$ cat src/hw/rtl/knn_tk_pkg.sv
`timescale 1ns / 1ps
// ----------------------------------------------------------------------------
// knn_tk_pkg
// Shared widths, opcodes and cell control type for the top-k sorted list.
// ----------------------------------------------------------------------------
package knn_tk_pkg;

    // List depth and field widths
    localparam int MAX_K    = 16;
    localparam int DIST_W   = 32;
    localparam int INDEX_W  = 24;
    localparam int POS_W    = 4;
    localparam int OP_W     = 2;
    localparam int CNT_W    = $clog2(MAX_K + 1);
    localparam int SEL_W    = (MAX_K > 1) ? $clog2(MAX_K) : 1;
    localparam int CALLS_W  = 32;

    localparam logic [DIST_W-1:0] DIST_MAX = {DIST_W{1'b1}};

    // Item opcodes
    typedef enum logic [OP_W-1:0] {
        OP_INSERT = 2'd0,
        OP_READ   = 2'd1,
        OP_CLEAR  = 2'd2,
        OP_NONE   = 2'd3
    } op_t;

    // Per-cell control from the list controller
    typedef struct packed {
        logic clr;   // restore reset contents
        logic upd;   // insert beat acts on this cell
        logic tail;  // cell lies at or past the insertion limit
    } cell_ctrl_t;

endpackage

$ cat src/hw/rtl/knn_tk_cell.sv
`timescale 1ns / 1ps
// ----------------------------------------------------------------------------
// knn_tk_cell
// One entry of the sorted list: holds a (distance, point) pair, compares it
// against the candidate and either keeps it, takes the candidate or takes the
// pair of its left neighbour.
// ----------------------------------------------------------------------------
module knn_tk_cell
    import knn_tk_pkg::*;
(
    input  logic               aclk,
    input  logic               aresetn,
    input  cell_ctrl_t         ctrl,
    input  logic [DIST_W-1:0]  cand_dist,
    input  logic [INDEX_W-1:0] cand_point,
    input  logic [DIST_W-1:0]  left_dist,
    input  logic [INDEX_W-1:0] left_point,
    input  logic               left_gt,
    output logic [DIST_W-1:0]  cell_dist,
    output logic [INDEX_W-1:0] cell_point,
    output logic               cell_gt,
    output logic               cell_lt
);

    logic [DIST_W-1:0]  dist_reg;
    logic [INDEX_W-1:0] point_reg;
    logic [DIST_W-1:0]  dist_next;
    logic [INDEX_W-1:0] point_next;

    // Compare held distance with the candidate
    assign cell_gt = (dist_reg > cand_dist) || ctrl.tail;
    assign cell_lt = dist_reg < cand_dist;

    // Keep, take candidate, or take the left neighbour's pair
    always_comb begin
        dist_next  = dist_reg;
        point_next = point_reg;
        if (ctrl.upd && cell_gt) begin
            if (left_gt) begin
                dist_next  = left_dist;
                point_next = left_point;
            end else begin
                dist_next  = cand_dist;
                point_next = cand_point;
            end
        end
    end

    // Hold entry
    always_ff @(posedge aclk) begin
        if (!aresetn || ctrl.clr) begin
            dist_reg  <= DIST_MAX;
            point_reg <= '0;
        end else begin
            dist_reg  <= dist_next;
            point_reg <= point_next;
        end
    end

    assign cell_dist  = dist_reg;
    assign cell_point = point_reg;

endmodule

$ cat src/hw/rtl/knn_top_k_sorted_insert_core.sv
`timescale 1ns / 1ps
// ----------------------------------------------------------------------------
// knn_top_k_sorted_insert_core
// Top-k nearest list kept in ascending distance order by a row of cells.
// ----------------------------------------------------------------------------
// Usage:
//   s_axis carries one command per beat: tuser is the opcode (insert, read,
//   clear), tdata holds distance, point index and read position. m_axis
//   returns exactly one result beat per command with the insert flag, fill
//   count, full flag, worst distance, read data and the comparison count.
//   cfg_wr_en/cfg_wr_data write k_in_use (0 acts as 1, above 16 as 16) and
//   empty the list; write only while no command is in flight.
// Timing:
//   An insert updates the cells below k (a clear empties every cell) at the
//   accepting edge: those cells compare and shift in parallel. Its result is
//   formed from the updated cells while the command is held as pending and
//   is registered into the output register once that is free. Sustained
//   rate is one command per cycle while m_axis is not stalled.
// Reset and stall:
//   Reset sets every entry to maximum distance, point 0, count zero and k to
//   16 at once; no clearing pass. While m_axis is stalled one more command
//   is taken and held as pending, then s_axis_tready drops.
// ----------------------------------------------------------------------------
module knn_top_k_sorted_insert_core
    import knn_tk_pkg::*;
(
    input  logic          aclk,
    input  logic          aresetn,
    // Configuration: k_in_use
    input  logic          cfg_wr_en,
    input  logic [4:0]    cfg_wr_data,
    // Command stream
    input  logic          s_axis_tvalid,
    output logic          s_axis_tready,
    input  logic [63:0]   s_axis_tdata,   // distance[31:0], point_index[55:32],
                                          // read_position[59:56], zero[63:60]
    input  logic [OP_W-1:0] s_axis_tuser, // opcode[1:0]
    // Result stream
    output logic          m_axis_tvalid,
    input  logic          m_axis_tready,
    output logic [127:0]  m_axis_tdata    // inserted[0], fill_count[5:1],
                                          // is_full[6], worst_distance[38:7],
                                          // read_distance[70:39],
                                          // read_index[94:71],
                                          // comparisons[126:95], zero[127]
);

    // Unpack command beat
    logic [DIST_W-1:0]  in_dist;
    logic [INDEX_W-1:0] in_point;
    logic [POS_W-1:0]   in_pos;
    op_t                in_op;

    assign in_dist  = s_axis_tdata[DIST_W-1:0];
    assign in_point = s_axis_tdata[DIST_W+INDEX_W-1:DIST_W];
    assign in_pos   = s_axis_tdata[DIST_W+INDEX_W+POS_W-1:DIST_W+INDEX_W];
    assign in_op    = op_t'(s_axis_tuser);

    // Control registers
    logic [4:0]         k_reg;
    logic [CNT_W-1:0]   held_reg;
    logic [CNT_W-1:0]   held_next;
    logic [CALLS_W-1:0] calls_reg;
    logic [CALLS_W-1:0] calls_next;

    // Pending command and output register
    logic               pend_reg;
    op_t                pend_op_reg;
    logic [POS_W-1:0]   pend_pos_reg;
    logic               pend_ins_reg;
    logic               m_valid_reg;
    logic [127:0]       m_data_reg;
    logic [127:0]       m_data_next;

    logic               out_free;
    logic               accept;
    logic               clr_list;
    logic               is_full;
    logic               reject;
    logic               insert_ok;
    logic [CNT_W-1:0]   eff_k;
    logic [CNT_W-1:0]   last_pos;

    // Cell row
    logic [DIST_W-1:0]  cell_dist  [MAX_K];
    logic [INDEX_W-1:0] cell_point [MAX_K];
    logic [MAX_K-1:0]   cell_gt;
    logic [MAX_K-1:0]   cell_lt;
    logic [MAX_K-1:0]   last_hit;
    cell_ctrl_t         cell_ctrl  [MAX_K];

    // Clamp k to the built depth
    always_comb begin
        if (k_reg == 5'd0) begin
            eff_k = CNT_W'(1);
        end else if (CNT_W'(k_reg) > CNT_W'(MAX_K)) begin
            eff_k = CNT_W'(MAX_K);
        end else begin
            eff_k = CNT_W'(k_reg);
        end
    end

    assign last_pos = eff_k - CNT_W'(1);
    assign is_full  = held_reg == eff_k;

    // Handshake: take a beat unless the pending slot stays blocked
    assign out_free      = !m_valid_reg || m_axis_tready;
    assign s_axis_tready = !pend_reg || out_free;
    assign accept        = s_axis_tvalid && s_axis_tready;
    assign clr_list      = cfg_wr_en || (accept && in_op == OP_CLEAR);

    // Reject a candidate beyond the current worst (held by cell k-1)
    assign reject    = |(last_hit & cell_lt);
    assign insert_ok = accept && in_op == OP_INSERT && !reject && !cfg_wr_en;

    genvar j;
    generate
        for (j = 0; j < MAX_K; j++) begin : g_cell
            assign last_hit[j]      = CNT_W'(j) == last_pos;
            assign cell_ctrl[j].clr = clr_list;
            assign cell_ctrl[j].upd = insert_ok && (CNT_W'(j) < eff_k);
            assign cell_ctrl[j].tail = is_full ? (CNT_W'(j) == last_pos)
                                               : (CNT_W'(j) >= held_reg);
            if (j == 0) begin : g_head
                knn_tk_cell u_cell (
                    .aclk       (aclk),
                    .aresetn    (aresetn),
                    .ctrl       (cell_ctrl[j]),
                    .cand_dist  (in_dist),
                    .cand_point (in_point),
                    .left_dist  (in_dist),
                    .left_point (in_point),
                    .left_gt    (1'b0),
                    .cell_dist  (cell_dist[j]),
                    .cell_point (cell_point[j]),
                    .cell_gt    (cell_gt[j]),
                    .cell_lt    (cell_lt[j])
                );
            end else begin : g_body
                knn_tk_cell u_cell (
                    .aclk       (aclk),
                    .aresetn    (aresetn),
                    .ctrl       (cell_ctrl[j]),
                    .cand_dist  (in_dist),
                    .cand_point (in_point),
                    .left_dist  (cell_dist[j-1]),
                    .left_point (cell_point[j-1]),
                    .left_gt    (cell_gt[j-1]),
                    .cell_dist  (cell_dist[j]),
                    .cell_point (cell_point[j]),
                    .cell_gt    (cell_gt[j]),
                    .cell_lt    (cell_lt[j])
                );
            end
        end
    endgenerate

    // Advance fill count and comparison counter
    always_comb begin
        held_next  = held_reg;
        calls_next = calls_reg;
        if (clr_list) begin
            held_next  = '0;
            calls_next = '0;
        end else if (accept && in_op == OP_INSERT) begin
            calls_next = calls_reg + CALLS_W'(1);
            if (insert_ok && !is_full) begin
                held_next = held_reg + CNT_W'(1);
            end
        end
    end

    always_ff @(posedge aclk) begin
        if (!aresetn) begin
            k_reg     <= 5'(MAX_K);
            held_reg  <= '0;
            calls_reg <= '0;
        end else begin
            if (cfg_wr_en) begin
                k_reg <= cfg_wr_data;
            end
            held_reg  <= held_next;
            calls_reg <= calls_next;
        end
    end

    // Form the result beat from the updated list
    always_comb begin
        logic [DIST_W-1:0]  rd_dist;
        logic [INDEX_W-1:0] rd_point;
        rd_dist  = '0;
        rd_point = '0;
        if (pend_op_reg == OP_READ) begin
            if (CNT_W'(pend_pos_reg) < CNT_W'(MAX_K)) begin
                rd_dist  = cell_dist[pend_pos_reg[SEL_W-1:0]];
                rd_point = cell_point[pend_pos_reg[SEL_W-1:0]];
            end else begin
                rd_dist  = DIST_MAX;
                rd_point = '0;
            end
        end
        m_data_next = {1'b0, calls_reg, rd_point, rd_dist,
                       cell_dist[last_pos[SEL_W-1:0]], is_full, held_reg,
                       pend_ins_reg};
    end

    // Hold pending command and output register
    always_ff @(posedge aclk) begin
        if (!aresetn) begin
            pend_reg    <= 1'b0;
            m_valid_reg <= 1'b0;
        end else begin
            if (accept) begin
                pend_reg <= 1'b1;
            end else if (out_free) begin
                pend_reg <= 1'b0;
            end
            if (out_free) begin
                m_valid_reg <= pend_reg;
            end
        end
        if (accept) begin
            pend_op_reg  <= in_op;
            pend_pos_reg <= in_pos;
            pend_ins_reg <= insert_ok;
        end
        if (out_free && pend_reg) begin
            m_data_reg <= m_data_next;
        end
    end

    assign m_axis_tvalid = m_valid_reg;
    assign m_axis_tdata  = m_data_reg;

`ifndef SYNTHESIS
    a_held_within_k : assert property (@(posedge aclk) disable iff (!aresetn)
        held_reg <= eff_k)
        else $error("fill count exceeds k");

    a_cfg_clears : assert property (@(posedge aclk) disable iff (!aresetn)
        cfg_wr_en |=> (held_reg == '0) && (calls_reg == '0))
        else $error("config write did not clear the list");

    a_reject_holds : assert property (@(posedge aclk) disable iff (!aresetn)
        (accept && in_op == OP_INSERT && reject && !cfg_wr_en)
            |=> $stable(held_reg))
        else $error("rejected insert changed the fill count");

    a_pend_moves : assert property (@(posedge aclk) disable iff (!aresetn)
        (pend_reg && out_free && !accept) |=> (m_valid_reg && !pend_reg))
        else $error("pending result not moved to output");
`endif

endmodule
$ cat config.mk
export PLATFORM = sky130hd
export DESIGN_NAME = knn_top_k_sorted_insert_core
export DESIGN_NICKNAME = d
export VERILOG_FILES = /design/src/hw/rtl/knn_tk_pkg.sv /design/src/hw/rtl/knn_tk_cell.sv /design/src/hw/rtl/knn_top_k_sorted_insert_core.sv
export SDC_FILE = /design/constraint.sdc
export NUM_CORES = 2
export LEC_CHECK = 0
export ABC_AREA = 1
export BUFFER_PORTS_ARGS = -buffer_cell sky130_fd_sc_hd__buf_2
export CAP_MARGIN = 20
export CELL_PAD_IN_SITES_DETAIL_PLACEMENT = 1
export CELL_PAD_IN_SITES_GLOBAL_PLACEMENT = 1
export CORE_ASPECT_RATIO = 1.1
export CORE_UTILIZATION = 40
export CTS_BUF_LIST = sky130_fd_sc_hd__clkbuf_8 sky130_fd_sc_hd__clkbuf_16
export DETAILED_ROUTE_END_ITERATION = 8
export GPL_ROUTABILITY_DRIVEN = 0
export HOLD_SLACK_MARGIN = 0.02
export MAX_ROUTING_LAYER = met4
export PLACE_DENSITY_LB_ADDON = 0.1
export SLEW_MARGIN = 10
export SYNTH_ARGS = -nofsm -noshare
export SYNTH_HDL_FRONTEND = slang
export SYNTH_SLANG_ARGS = --single-unit
$ cat constraint.sdc
create_clock -name aclk -period 15.5 [get_ports aclk]
set_input_delay 3.875 -clock aclk [delete_from_list [all_inputs] [get_ports aclk]]
set_output_delay 3.875 -clock aclk [all_outputs]
set_load 0.03 [all_outputs]
==> flow_metrics.tcl <==
set metrics [dict create \
    grt_setup_unrepaired "no" \
    setup_viol_count_final 0 \
    floorplan.die_area_um2 194000 \
    grt.total_usage_pct 39.0 \
    post-cts-setup-buffers 0 \
    wire_length_of_the_first_global_routing_pass_mm 562 \
    ys_seq_area_share_pct 29.6 \
    filler_cell_count 25200 \
    crit_required_ps 16260 \
    area_of_the_multi_input_gates_um2 46100 \
    cp_slowest_stage_delay_ps 880 \
    hold_path_class "reg -> reg" \
    max_slew.worst_pin.slew_ps 1250 \
    yosys_warnings 0 \
    synth_cell_types 49 \
    via_per_inst 6.11 \
    drv_slew 0 \
    area_overhead_vs_synth_pct 8.74 \
    post_drt_wl_per_cell_um 26.2 \
    numCtsBuffers 140 \
    cts.sink_count 1074 \
    cts.root.buffer_cell "clkbuf_16" \
    seqCellArea_um2 22800 \
    synth_nets 12800 \
    antenna_violating_nets_post_route 0 \
    timing.slew.headroom_pct 16.4 \
    yosys_register_bits 1074 \
    worstPathArrival_ps 10110 \
    synth.largest_area_cell "dfxtp_1" \
    worstSkewPairLatency_ps 850 \
    timing.final.crit_period_ps 9350 \
    static-leakage-power_nw 38.7 \
    result_of_the_run "finished, final reports clean" \
    fp.dieW_um 420 \
    first_global_vias 87700 \
    worst_setup_path_start_kind "input pin" \
    h-tree-depth 4 \
    endpoint_kind "flip-flop" \
    crit_fanout 83 \
    grt_max_degree 187 \
    report.final.hold_viol_count 0 \
    port-buffer-count 200 \
    mostFrequentLayoutCells "nand2_1 (3176), o21ai_0 (1245), inv_1 (1219)" \
    detailedRoute.firstPassIterationCount 8 \
    async_reset_ff_share_pct 0 \
    category_of_the_most_critical_setup_path "in -> reg" \
    drc 0 \
    synthDominantCellAreaShare_pct 24.4 \
    cp_cell_sequence "buf_2 -> inv_1 -> buf_4 -> ha_1 -> nand2_1 -> nor2_1 -> nand2_1 -> nor4_2 -> nand2_1 -> nand2_1 -> nor2_1 -> nor2_1 -> nand2_1 -> nor2_4 -> buf_12 -> nand2_2 -> inv_2 -> buf_4 -> nor2_1 -> nor2_1" \
    floorplan.initialDensity_pct 40.4 \
    post_route_cells_drive_above_1_share_pct 5.62 \
    place.detailed.hpwl_mm 238 \
    fmaxAchievable_mhz 107 \
    synth_enable_flop_cells 134 \
    grt_remaining_overflow 0 \
    clock_tree.buffer_depth 3 \
    wirelength_mm 378 \
    finish.net_count 12400 \
    ys_dominant_reg_cell "dfxtp_1" \
    count_of_vias_placed_by_the_detailed_router 88300 \
    worst_ir_drop_vdd_uv 105 \
    first_iter_violations 8261 \
    power_density_nw_per_um2 93.1 \
    critical_path.slowest_cell "buf_4" \
    worst_path_dominant_cell_family "simple AND/OR/NAND/NOR gates" \
    rows 168 \
    clock-skew-final_ps 36.7 \
    largest_register_ff_count 480 \
    layout.cells.most_common "nand2_1" \
    syn-mean-instance-area_um2 6.30 \
    cts_repair_resize_count 0 \
    holdBufCountCts 0 \
    syn-cell-area_um2 77100 \
    pin_count 206 \
    setup_tns_ps 0 \
    die_y_um 462 \
    worst-path-buf-inv 6 \
    coreArea_um2 191000 \
    tritoncts "built" \
    fin_crit_sh_pct 60.4 \
    design_power_total_w 0.00780 \
    cts.clk_slew.worst_paths_ps 60 \
    syn-instance-count 12200 \
    cap_violations 0 \
    synth.top_cells.by_area "dfxtp_1 (24%), nand2_1 (16%), ha_1 (8.5%)" \
    grt_antenna_before_repair 24 \
]
[where the power goes]
| part | internal [W] | total [W] | leakage [nW] | switching, W |
|---|---|---|---|---|
| Combinational | 0.000353 | 0.00149 | 27.4 | 0.00114 |
| Clock | 0.00193 | 0.00339 | 2.40 | 0.00147 |
| Sequential | 0.00287 | 0.00291 | 8.90 | 0.0000421 |
| Total | 0.00515 | 0.00780 | 38.7 | 0.00265 |
[worst paths after layout]
kind,from,endpoint,slack [ps],cells after the start
setup reg to reg,k_reg[3],g_cell[8].g_body.u_cell.cell_point[4],8730,22
hold / removal,pend_ins_reg,m_axis_tdata[0],430,0
hold reg to reg,pend_ins_reg,m_axis_tdata[0],430,0
setup / recovery,s_axis_tdata[31],g_cell[8].g_body.u_cell.cell_point[4],6150,20
[cells in the mapped netlist, types with 3 or more instances]
master / number
inv_1: 1189
xor2_1: 10
nor4_1: 18
ha_1: 521
inv_2: 13
a21o_1: 13
nand2_2: 13
a211oi_1: 3
o22ai_1: 15
nor3_1: 36
o31ai_1: 128
buf_2: 237
o21ai_1: 11
clkbuf_1: 639
o211ai_1: 265
buf_4: 13
dfxtp_1: 940
edfxtp_1: 134
nor3b_1: 5
o221ai_1: 9
a21oi_1: 593
nand3_1: 987
nor2_1: 1140
buf_1: 83
and3_1: 9
o21a_1: 31
o21bai_1: 8
nand4_1: 700
o21ai_0: 1248
nand2_1: 3196
and2_1: 3
[layer usage]
layer / routed length [um] / part of all wire (%) / vias up / track usage [%]
met5: 0 / 0 / - / -
met2: 166000 / 44 / 3643 / 58.6
met4: 26600 / 7.0 / 0 / 24.5
li1: - / - / 39900 / -
met1: 157000 / 42 / 43700 / 48.9
met3: 28600 / 7.6 / 1065 / 5.70
[area by class of cell]
class                   instances  share of cell area (%)
inverters                    1204                    5.42
repair buffers                370                    2.88
well taps                    2550                    3.81
diodes                         18                  0.0538
clock inverters                87                   0.832
multi-input cells            8984                    55.0
flip-flops and latches       1074                    27.3
clock buffers                 169                    4.70
[worst reg2reg max path, stage by stage (launching register included)]
cell	delay, ps
dfxtp_1	460
inv_2	150
nand2_1	100
nand2_1	90
nand2_4	500
ha_1	270
inv_1	90
xor2_2	260
inv_2	80
nand2_2	110
inv_2	30
buf_4	360
nand2_1	340
nor2_1	90
nor2_1	270
nand3_1	210
nor2_4	230
buf_12	450
nand2_2	790
inv_2	620
buf_4	880
nor2_1	180
nor2_1	130
[through the flow]
step	hold slack [ps]	cells	worst slack, ps	utilization [%]	area [um2]
floorplan	400	12200	4820	-	77100
global placement	407	14200	5520	41.4	79100
detailed placement	413	14200	5460	41.4	79100
CTS	430	14400	6320	43.9	83700
global route	436	14500	6030	43.9	83800
finish	430	14500	6150	43.9	83800
[cells by family after synthesis]
group,count (synthesis),synth area share (%)
and+or+nand+nor,6115,33.9
AOI/OAI and AO/OA,2334,16.7
buffers and inverters,2178,11.1
DFF,1074,29.6
adders and majority gates,521,8.46
xor gates and xnor gates,13,0.158
other,1,0.00487
No activity file was read; power rests on OpenSTA's default activity.
